[config.mk]
export PLATFORM = sky130hd
export DESIGN_NAME = dhcp_xid_mac_ttl_table_top
export DESIGN_NICKNAME = d
export VERILOG_FILES = /design/src/rtl/dxmt_pkg.sv /design/src/rtl/dhcp_xid_mac_ttl_table_top.sv /design/src/rtl/dxmt_cell.sv /design/src/rtl/dxmt_ring.sv /design/src/rtl/dxmt_seq.sv
export SDC_FILE = /design/constraint.sdc
export NUM_CORES = 2
export LEC_CHECK = 0
export ABC_AREA = 1
export BUFFER_PORTS_ARGS = -buffer_cell sky130_fd_sc_hd__buf_2
export CAP_MARGIN = 20
export CORE_ASPECT_RATIO = 0.9
export CORE_MARGIN = 4
export CORE_UTILIZATION = 52
export DETAILED_ROUTE_END_ITERATION = 12
export PLACE_DENSITY = 0.65
export SYNTH_ARGS = -nofsm -noshare
export SYNTH_HDL_FRONTEND = slang
export SYNTH_SLANG_ARGS = --single-unit
[constraint.sdc]
create_clock -name clk -period 20.3 [get_ports clk]
set_input_delay 5.075 -clock clk [delete_from_list [all_inputs] [get_ports clk]]
set_output_delay 5.075 -clock clk [all_outputs]
set_load 0.02 [all_outputs]
[src/rtl/dxmt_pkg.sv]
// dxmt_pkg: shared types, request codes and size constants for the id/mac table
// no dependencies
`default_nettype none
package dxmt_pkg;
  localparam int DefEntries = 16;
  localparam int MaxEntries = 64;

  localparam logic [2:0] REQ_INSERT = 3'd0;
  localparam logic [2:0] REQ_LOOKUP = 3'd1;
  localparam logic [2:0] REQ_AGE    = 3'd2;
  localparam logic [2:0] REQ_TICK   = 3'd3;
  localparam logic [2:0] REQ_SNAP   = 3'd4;

  typedef struct packed {
    logic [2:0]  req_type;
    logic [31:0] xid;
    logic [47:0] client_mac;
    logic [6:0]  max_count;
  } in_req_t;

  typedef struct packed {
    logic        found;
    logic [5:0]  slot;
    logic [31:0] id_out;
    logic [47:0] mac_out;
    logic signed [31:0] ttl_left;
    logic        last;
  } out_res_t;

  // one table entry as it moves along the cell row
  typedef struct packed {
    logic        valid;
    logic [31:0] id;
    logic [47:0] mac;
    logic [31:0] expiry;
  } entry_t;

  // control from the sequencer to every cell
  typedef struct packed {
    logic        shift;  // rotate the ring one position
    logic        wr;     // overwrite the head entry
    entry_t      wr_ent;
  } cell_ctl_t;
endpackage
`default_nettype wire

[src/rtl/dhcp_xid_mac_ttl_table_top.sv]
// dhcp_xid_mac_ttl_table_top: id to mac table with tick-based expiry
// depends on dxmt_pkg, dxmt_seq, dxmt_ring, dxmt_cell
//
// channel   ports                          handshake
// in        in_req                         start & !busy
// out       out_res                        out_valid, one cycle, no stall
// cfg       cfg_we, cfg_wdata (ttl_ticks)  cfg_we
//
// every request walks the ring of ENTRIES cells once; an insert that places a
// new entry adds a second full pass that writes the chosen slot on the way.
// each snapshot result is held until the next reported cell is found and then
// leaves as a register output; the final one leaves after the pass, in the
// first idle cycle. a new request is taken only when the last has ended.
// synchronous active-low reset clears the table and time and sets ttl to 60.
// the receiver cannot stall; results are shown for exactly one cycle.
`default_nettype none
module dhcp_xid_mac_ttl_table_top #(
  parameter int ENTRIES = dxmt_pkg::DefEntries
) (
  input  wire                 clk,
  input  wire                 rst_n,
  input  wire                 start,
  output logic                busy,
  input  dxmt_pkg::in_req_t   in_req,
  input  wire                 cfg_we,
  input  wire [15:0]          cfg_wdata,
  output logic                out_valid,
  output dxmt_pkg::out_res_t  out_res
);
  import dxmt_pkg::*;
  cell_ctl_t ctl;
  entry_t    head;

  dxmt_seq #(.ENTRIES(ENTRIES)) u_seq (
    .clk(clk), .rst_n(rst_n), .start(start), .busy(busy), .in_req(in_req),
    .cfg_we(cfg_we), .cfg_wdata(cfg_wdata), .head(head), .ctl(ctl),
    .out_valid(out_valid), .out_res(out_res)
  );

  dxmt_ring #(.ENTRIES(ENTRIES)) u_ring (
    .clk(clk), .rst_n(rst_n), .ctl(ctl), .head(head)
  );

  // a result other than the last is shown only while a request is in progress
  a_no_start_busy: assert property (@(posedge clk) disable iff (!rst_n)
    out_valid && !out_res.last |-> busy) else $error("early result outside request");
  // the last result is shown once the request has ended
  a_last_idle: assert property (@(posedge clk) disable iff (!rst_n)
    out_valid && out_res.last |-> !busy) else $error("busy with last result");
  // a request is accepted only when idle and leads to busy
  a_busy_rise: assert property (@(posedge clk) disable iff (!rst_n)
    start && !busy |=> busy) else $error("request not taken");
endmodule
`default_nettype wire

[src/rtl/dxmt_cell.sv]
// dxmt_cell: one storage cell of the rotating entry ring
// depends on dxmt_pkg
`default_nettype none
module dxmt_cell (
  input  wire                  clk,
  input  wire                  rst_n,
  input  dxmt_pkg::cell_ctl_t  ctl,
  input  wire                  is_head,
  input  wire                  is_tail,
  input  dxmt_pkg::entry_t     prev_ent,
  output dxmt_pkg::entry_t     ent
);
  import dxmt_pkg::*;
  entry_t ent_r, ent_nxt;

  // take the neighbor's entry on a shift; the head entry may be overwritten,
  // in the tail cell when it moves there on a shift, else in the head cell
  always_comb begin
    ent_nxt = ent_r;
    if (ctl.shift) ent_nxt = prev_ent;
    if (ctl.wr && (ctl.shift ? is_tail : is_head)) ent_nxt = ctl.wr_ent;
  end

  always_ff @(posedge clk) begin
    if (!rst_n) begin
      ent_r <= '0;
    end else begin
      ent_r <= ent_nxt;
    end
  end

  assign ent = ent_r;
endmodule
`default_nettype wire

[src/rtl/dxmt_ring.sv]
// dxmt_ring: row of cells closed into a ring; cell 0 is the head
// depends on dxmt_pkg, dxmt_cell
`default_nettype none
module dxmt_ring #(
  parameter int ENTRIES = dxmt_pkg::DefEntries
) (
  input  wire                  clk,
  input  wire                  rst_n,
  input  dxmt_pkg::cell_ctl_t  ctl,
  output dxmt_pkg::entry_t     head
);
  import dxmt_pkg::*;
  entry_t ents [ENTRIES];

  // cell k takes from cell k+1, so the head walks up the slot index
  for (genvar k = 0; k < ENTRIES; k++) begin : g_cell
    dxmt_cell u_cell (
      .clk      (clk),
      .rst_n    (rst_n),
      .ctl      (ctl),
      .is_head  (k == 0),
      .is_tail  (k == ENTRIES - 1),
      .prev_ent (ents[(k + 1) % ENTRIES]),
      .ent      (ents[k])
    );
  end

  assign head = ents[0];
endmodule
`default_nettype wire

[src/rtl/dxmt_seq.sv]
// dxmt_seq: request sequencer, walks the ring once per request, twice for an insert that places a new entry
// depends on dxmt_pkg
`default_nettype none
module dxmt_seq #(
  parameter int ENTRIES = dxmt_pkg::DefEntries
) (
  input  wire                  clk,
  input  wire                  rst_n,
  input  wire                  start,
  output logic                 busy,
  input  dxmt_pkg::in_req_t    in_req,
  input  wire                  cfg_we,
  input  wire [15:0]           cfg_wdata,
  input  dxmt_pkg::entry_t     head,
  output dxmt_pkg::cell_ctl_t  ctl,
  output logic                 out_valid,
  output dxmt_pkg::out_res_t   out_res
);
  import dxmt_pkg::*;
  localparam int IW = (ENTRIES > 1) ? $clog2(ENTRIES) : 1;
  localparam int CW = $clog2(ENTRIES + 1);

  localparam logic [1:0] ST_IDLE = 2'd0;
  localparam logic [1:0] ST_SCAN = 2'd1;
  localparam logic [1:0] ST_FIX  = 2'd2;
  localparam logic [1:0] ST_DONE = 2'd3;

  logic [1:0]  st_r, st_nxt;
  in_req_t     req_r;
  logic [CW-1:0] pos_r;       // slot at the head, counts the pass
  logic [CW-1:0] tgt_r;       // slot to write after the pass
  logic [31:0] now_r;
  logic [15:0] ttl_r;
  logic        hit_r, free_ok_r;
  logic [IW-1:0] free_r, best_r;
  logic [31:0] best_exp_r;
  logic [CW-1:0] cnt_r;
  logic [CW-1:0] lim;
  logic        pend_r;
  out_res_t    pend_res_r;
  out_res_t    res_r;
  logic        res_v_r;
  logic [IW-1:0] pos_i;
  logic [32:0] exp_sum;
  logic [31:0] exp_new;
  logic        expired, match;
  logic [32:0] diff;
  logic signed [31:0] ttl_sat;

  assign pos_i = pos_r[IW-1:0];
  assign exp_sum = {1'b0, now_r} + {17'b0, ttl_r};
  assign exp_new = exp_sum[32] ? 32'hFFFF_FFFF : exp_sum[31:0];
  assign expired = head.expiry <= now_r;
  assign match   = head.valid && head.id == req_r.xid;
  assign lim = (req_r.max_count > 7'(ENTRIES)) ? CW'(ENTRIES) : CW'(req_r.max_count);
  assign diff = {1'b0, head.expiry} - {1'b0, now_r};
  // difference is at least -(2^32-1); clip to [-2^31, 65535]
  always_comb begin
    if (!diff[32]) ttl_sat = (diff[31:16] != 16'd0) ? 32'sd65535 : 32'(diff[15:0]);
    else if (!diff[31]) ttl_sat = 32'h8000_0000;
    else ttl_sat = diff[31:0];
  end

  assign busy = (st_r != ST_IDLE);

  // ring control: rotate; scan updates or ages the head; fix pass writes target
  always_comb begin
    ctl = '0;
    ctl.wr_ent = '{valid: 1'b1, id: req_r.xid, mac: req_r.client_mac, expiry: exp_new};
    if (st_r == ST_SCAN) begin
      ctl.shift = 1'b1;
      if (req_r.req_type == REQ_INSERT && match && !hit_r) ctl.wr = 1'b1;
      if (req_r.req_type == REQ_AGE && head.valid && expired) begin
        ctl.wr = 1'b1;
        ctl.wr_ent = head;
        ctl.wr_ent.valid = 1'b0;
      end
    end else if (st_r == ST_FIX) begin
      ctl.shift = 1'b1;
      if (pos_r == tgt_r) ctl.wr = 1'b1;
    end
  end

  always_comb begin
    st_nxt = st_r;
    case (st_r)
      ST_IDLE: if (start) st_nxt = ST_SCAN;
      ST_SCAN: if (pos_r == CW'(ENTRIES - 1))
                 st_nxt = (req_r.req_type == REQ_INSERT && !hit_r && !match) ? ST_FIX : ST_DONE;
      ST_FIX:  if (pos_r == CW'(ENTRIES - 1)) st_nxt = ST_DONE;
      ST_DONE: st_nxt = ST_IDLE;
      default: st_nxt = ST_IDLE;
    endcase
  end

  always_ff @(posedge clk) begin
    if (!rst_n) begin
      st_r <= ST_IDLE;
      now_r <= '0;
      ttl_r <= 16'd60;
      res_v_r <= 1'b0;
      pend_r <= 1'b0;
      pos_r <= '0;
    end else begin
      st_r <= st_nxt;
      res_v_r <= 1'b0;
      if (cfg_we) ttl_r <= cfg_wdata;
      case (st_r)
        ST_IDLE: begin
          if (start) begin
            req_r <= in_req;
            pos_r <= '0;
            hit_r <= 1'b0;
            free_ok_r <= 1'b0;
            free_r <= '0;
            best_r <= '0;
            best_exp_r <= head.expiry;
            cnt_r <= '0;
            pend_r <= 1'b0;
            pend_res_r <= '0;
          end
        end
        ST_SCAN: begin
          pos_r <= (pos_r == CW'(ENTRIES - 1)) ? '0 : pos_r + 1'b1;
          case (req_r.req_type)
            REQ_INSERT: begin
              if (!hit_r) begin
                if (match) begin
                  hit_r <= 1'b1;
                  pend_res_r <= '0;
                  pend_res_r.found <= 1'b1;
                  pend_res_r.slot <= 6'(pos_i);
                  pend_res_r.id_out <= req_r.xid;
                end else begin
                  if ((!head.valid || expired) && !free_ok_r) begin
                    free_ok_r <= 1'b1;
                    free_r <= pos_i;
                  end
                  if (head.expiry < best_exp_r) begin
                    best_exp_r <= head.expiry;
                    best_r <= pos_i;
                  end
                end
              end
            end
            REQ_LOOKUP: begin
              if (!hit_r && match && !expired) begin
                hit_r <= 1'b1;
                pend_res_r.found <= 1'b1;
                pend_res_r.slot <= 6'(pos_i);
                pend_res_r.id_out <= head.id;
                pend_res_r.mac_out <= head.mac;
              end
            end
            REQ_SNAP: begin
              if (head.valid && cnt_r < lim) begin
                cnt_r <= cnt_r + 1'b1;
                if (pend_r) begin
                  res_r <= pend_res_r;
                  res_v_r <= 1'b1;
                end
                pend_r <= 1'b1;
                pend_res_r <= '{found: 1'b1, slot: 6'(pos_i), id_out: head.id,
                                mac_out: head.mac, ttl_left: ttl_sat, last: 1'b0};
              end
            end
            REQ_TICK: begin
              if (pos_r == '0 && now_r != 32'hFFFF_FFFF) now_r <= now_r + 1'b1;
            end
            default: ;
          endcase
          if (pos_r == CW'(ENTRIES - 1) && req_r.req_type == REQ_INSERT && !hit_r
              && !match) begin
            tgt_r <= CW'((free_ok_r || !(head.valid && !expired)) ?
                         (free_ok_r ? free_r : pos_i) :
                         ((head.expiry < best_exp_r) ? pos_i : best_r));
          end
        end
        ST_FIX: begin
          pos_r <= (pos_r == CW'(ENTRIES - 1)) ? '0 : pos_r + 1'b1;
          if (pos_r == tgt_r) begin
            pend_res_r <= '0;
            pend_res_r.slot <= 6'(pos_i);
            pend_res_r.id_out <= req_r.xid;
          end
        end
        ST_DONE: begin
          res_v_r <= 1'b1;
          res_r <= pend_res_r;
          res_r.last <= 1'b1;
          pend_r <= 1'b0;
        end
        default: ;
      endcase
    end
  end

  assign out_valid = res_v_r;
  assign out_res = res_r;
endmodule
`default_nettype wire
Word level (Yosys, flattened, before mapping) --
Cells that the tools add are included.
Cells by class: $add $sub $neg 5, $lt $le $gt $ge 4, equal/unequal tests 30, mux-type cells 79, reduce and logical (&&, ||, !) cells 52
Operators with widths (count):
- $mux W120 | 8
- $mux W113 | 5
- $pmux W120 S3 | 1
- $pmux W87 S3 | 1
- $pmux W120 S2 | 1
- $mux W32 | 7
- $mux W114 | 1
- $mux W87 | 1
- $pmux W33 S2 | 1
- $pmux W32 S2 | 1
- $mux W4 | 11
- $add A32 B16 Y33 | 1
- $sub A32 B32 Y33 | 1
- $add A32 B1 Y32 const B | 1
- $eq A32 B32 Y1 | 1
- $le A32 B32 Y1 | 1
- $lt A32 B32 Y1 | 1
- $ne A32 B32 Y1 const B | 1
- $mux W31 | 1
- $mux W5 | 6
- $ne A2 B2 Y1 const B | 11
- $pmux W5 S2 | 2
- $logic_and A1 B1 Y1 | 18
- $mux W1 | 18
- 36 further kinds | 69
Storage, ports and cells: register bits after elaboration 2247, output and inout port bits 122, logic and storage cells 263

Logic depth before layout (Yosys ltp) --
word-level depth 10, depth in mapped cells 20, gate-level depth less buffers 19

Cells and area by module --
A second synthesis with hierarchy kept.
Unflattened totals: cells, all modules 20267, area total of the unflattened synthesis 127393.4 um^2
By module, submodules not included:
- dxmt_cell | instances 16, cells each 1110, area each 6557.5 um^2
- dxmt_seq | instances 1, cells each 2505, area each 22465.3 um^2
- dxmt_ring | instances 1, cells each 2, area each 7.5 um^2

Worst setup path before layout --
OpenSTA, ideal clock, no wires.
kind input-to-reg, start point in rst_n, end point reg u_seq.res_r (netlist bit u_seq.out_res[0]), enable pin, setup time 775 ps, arrival 14044 ps, required time 19525 ps, setup slack 5481 ps, stages 4, buffers on the path 1, path through clkbuf_1 > inv_2 > a21oi_1 > a21boi_0
On the way: word-level cells in the longest chain between the ends 1
Ends and longest elaborated chain:
- start, declared | line dhcp_xid_mac_ttl_table_top.sv:21 | input wire rst_n,
- $reduce_and A5 Y1 (no source line)
- end signal, assigned | line dxmt_seq.sv:159 | res_r <= pend_res_r;
- end signal, assigned | line dxmt_seq.sv:189 | res_r <= pend_res_r;
- end, declared | line dxmt_seq.sv:41 | out_res_t res_r;
No other way between the ends. A chain may end at the register's enable or synchronous reset.

==> Implementation_results.wiki <==
{| class="wikitable"
! Metric !! Value
|-
| Run status || completed
|-
| Max_cap viols || 0
|-
| Top cell family by delay on the critical path || buffers and inverters
|-
| Number of DRC markers after the initial detailed-route iteration || 7052
|-
| Class of the tightest hold or removal check || reg -> reg
|-
| Tot Pwr || 15.4 mW
|-
| Sequential element share of the synthesized area || 57.9%
|-
| Worst-case register-to-register setup slack || 14.01 ns
|-
| Post-route setup TNS || 0 ns
|-
| CTS HTree Levels || 4
|-
| Maximum count of clock buffers along a single path || 3
|-
| Fin nets || 10380
|-
| Worst Path Max Fanout || 117
|-
| Type of element launching the critical path || input port
|-
| TritonCTS clock tree || built
|-
| Total via count after detailed routing || 66382
|-
| Max-slew violation count || 0
|-
| Levels on crit path || 8
|-
| Remaining antenna violation count after routing || 0
|-
| Pin count of the biggest net entering global routing || 302
|-
| Residual DRC || 0
|-
| Number of cells upsized or downsized after cts || 0
|-
| Period utilisation layout || 42.9%
|-
| IO Pins || 232
|-
| Routed wire length || 212000 um
|-
| Post-detailed-placement half-perimeter wirelength || 132000 um
|-
| Critical path data arrival time || 9.45 ns
|-
| Critical path's largest stage delay || 0.84 ns
|-
| Post-synthesis async set-or-reset flop share || 0%
|-
| Vias per cell || 5.32
|-
| Required time worst endpoint || 21.04 ns
|-
| FF+latch count, synth || 2241
|-
| Path type of the worst setup path || in -> reg
|-
| Cell area after layout || 93200 um^2
|-
| Switching Share || 37.7%
|-
| Count of warnings emitted by yosys || 0
|-
| Share of total power in combinational logic || 31.9%
|-
| Slowest CP cell || buf_4
|-
| Clock buffer count from CTS || 215
|-
| Beginning of the worst register-to-register path || u_seq.st_r[0]
|-
| Top achievable clock speed || 115 MHz
|-
| Die Area || 168000 um^2
|-
| Psw || 5.82 mW
|-
| Buffers plus inverters on the worst setup path || 6
|-
| Fin crit period || 8.71 ns
|-
| Wire length of the first global-routing pass || 336000 um
|-
| Routed wire per std cell || 17.0 um
|-
| Most frequent CP cell || buf_4
|-
| Vias in the first global route || 59557
|-
| Power density normalized to cell area || 166 nW/um^2
|-
| Sequential share of power || 41.4%
|-
| Clock transition at the registers of the reported paths || 0.06 ns
|-
| Worst-case vdd ir drop || 0.165 mV
|-
| Starting density of the core || 52.5%
|-
| Mapped cell area || 83900 um^2
|-
| Placeable core region || 160000 um^2
|-
| Type of element capturing the critical path || register
|-
| Relative slew slack || 18.1%
|-
| Clock insertion delay at the later pin of the skew report || 0.83 ns
|-
| Die outline height || 389 um
|-
| DP Area || 85700 um^2
|-
| Area growth from synthesis to final layout || 11.1%
|-
| Worst hold margin || 0.405 ns
|-
| Count of buffers added by post-CTS timing repair for setup || 0
|-
| Transition time of the tightest slew-check pin || 1.23 ns
|-
| Number of optimization iterations in the first detailed-route pass || 7
|-
| Number of clock sinks || 2241
|-
| Unrepaired setup endpoints after global routing || false
|-
| Share of cells above drive strength 1 || 6.57%
|-
| Number of failing hold endpoints at the final stage || 0
|-
| Count of cell types in the netlist || 52
|-
| Die W || 432 um
|-
| # setup viols final || 0
|-
| P_leak || 40.1 nW
|-
| Fin Clk Skew || 0.0438 ns
|-
| Number of enable flip-flop cells after synthesis || 376
|-
| Syn avg cell area || 8.11 um^2
|-
| Cells after Synth || 10345
|-
| Internal Power || 9.63 mW
|-
| Top flip-flop cell by instance count after synthesis || dfxtp_1
|-
| Routability Congestion || 0.930
|-
| Length in cells of the worst reg-to-reg path || 11
|-
| Buffer cell driving the clock tree root || clkbuf_16
|-
| Global route total overflow || 0
|-
| Number of antenna violations at the first check in global routing || 6
|-
| Share of power burned in the clock network || 26.7%
|-
| Endpoint of the worst register-to-register path || u_ring.g_cell[6].u_cell.ent[80]
|-
| Number of hold-repair buffers added at the cts stage || 0
|-
| Critical path startpoint || rst_n
|-
| Buffers added on ports || 229
|-
| Crit path cell chain || buf_8 -> buf_4 -> buf_4 -> buf_4 -> buf_4 -> buf_16 -> o21ai_0 -> nor2_1
|-
| Number of placement rows || 139
|-
| Overall fraction of global-route tracks in use || 24.3%
|-
| Capture point of the worst path || u_ring.g_cell[1].u_cell.ent[76]
|}
sequential cells by signal, indices dropped and copies added, names as in the netlist, 5 cells and up:
signal,flops
u_seq.ttl_r,16
u_seq.out_res,118
u_seq.pend_res_r,117
u_seq.now_r,32
u_ring.g_cell.u_cell.ent,1808
u_seq.cnt_r,5
u_seq.req_r,90
u_seq.best_exp_r,32
u_seq.pos_r,5
power groups by stage:
stage	clock, mW	combinational, mW	sequential [mW]
2_1_floorplan	0	3.75	6.27
3_3_place_gp	0	4.82	6.44
3_5_place_dp	0	4.88	6.46
4_1_cts	4.21	4.93	6.38
5_1_grt	4.41	5.71	6.52
6_report	4.12	4.93	6.40
cell usage in the layout (no fill, tap or decap), types with 5 or more instances in the layout:
cell type | Yosys | layout
bufinv_16 | 0 | 17
nor2_2 | 3 | 5
clkbuf_1 | 652 | 48
o21bai_1 | 8 | 8
o22ai_1 | 35 | 35
nand2_2 | 4 | 5
buf_2 | 7 | 228
nor2_1 | 3387 | 3383
nand2_1 | 742 | 741
nand4_1 | 103 | 103
edfxtp_1 | 376 | 376
inv_6 | 0 | 5
clkbuf_16 | 0 | 222
dfxtp_1 | 1865 | 1865
o21ai_0 | 1752 | 1752
xor2_1 | 42 | 42
a21oi_1 | 376 | 374
clkbuf_8 | 0 | 49
xnor2_1 | 12 | 12
buf_12 | 0 | 6
nor4_1 | 9 | 9
buf_4 | 6 | 63
nor3_1 | 90 | 89
inv_1 | 462 | 461
ha_1 | 93 | 92
clkinv_1 | 3 | 11
clkinv_2 | 0 | 36
nand3_1 | 237 | 237
kinds of logic (layout without fill, tap and decap cells):
family / Yosys count / in the layout / share of synthesized area [%]
other cells: 1 / 5 / 0.00447
xor+xnor: 54 / 54 / 0.563
buf+inv: 1159 / 1175 / 5.31
simple gates: 4590 / 4590 / 21.4
flops: 2241 / 2241 / 57.9
compound gates: 2205 / 2205 / 13.3
fa+ha+maj: 95 / 95 / 1.43
per-layer routing:
metal	part of all wire [%]	global-route usage (%)	vias up
met5	0.0057	0	-
met4	1.4	4.23	2
met3	6.5	4.13	235
met2	39	32.4	1526
met1	53	40.8	31335
li1	-	-	33284
through the flow:
| stage | util, % | cells | setup slack [ns] |
|---|---|---|---|
| after floorplan | - | 10346 | 5.48 |
| after global placement | 53.6 | 12069 | 10.70 |
| after detailed placement | 53.6 | 12069 | 10.60 |
| after CTS | 58.2 | 12473 | 11.44 |
| after global routing | 58.3 | 12478 | 11.25 |
| final | 58.3 | 12480 | 11.59 |
cell usage after synthesis, types with 5 or more instances:
master	n	area, um^2
clkbuf_1	652	2450
nor2_1	3387	12700
buf_6	10	113
buf_4	6	45.0
o21ai_0	1752	8770
buf_1	14	52.6
nand2_1	742	2790
nand3_1	237	1190
edfxtp_1	376	11300
o22ai_1	35	219
xor2_1	42	368
o21bai_1	8	60.1
buf_2	7	35.0
ha_1	93	1160
inv_2	5	18.8
inv_1	462	1730
nand4_1	103	644
a21oi_1	376	1880
xnor2_1	12	105
nor4_1	9	56.3
dfxtp_1	1865	37300
nor3_1	90	450
how the worst min path moves through the flow:
stage                                    end  slack [ns]  cells after the start                   from
after global placement     u_seq.out_res[18]        0.40                      0   u_seq.pend_res_r[18]
after floorplan           u_seq.out_res[100]        0.40                      0  u_seq.pend_res_r[100]
final                      u_seq.out_res[91]        0.40                      0   u_seq.pend_res_r[91]
after global routing       u_seq.out_res[91]        0.42                      0   u_seq.pend_res_r[91]
after detailed placement  u_seq.out_res[114]        0.40                      0  u_seq.pend_res_r[114]
after CTS                  u_seq.out_res[91]        0.41                      0   u_seq.pend_res_r[91]
cell type report:
cell class                 instances  area, um^2
fill                           14583       66800
sequential                      2241       48600
multi-input combinational       6946       31000
clock buffer                     323        6430
tap                             2115        2650
clock inverter                    81         967
inverter                         470        1770
antenna                            3        7.51
timing repair buffer             301        1830
No activity file was read; power rests on OpenSTA's default activity.
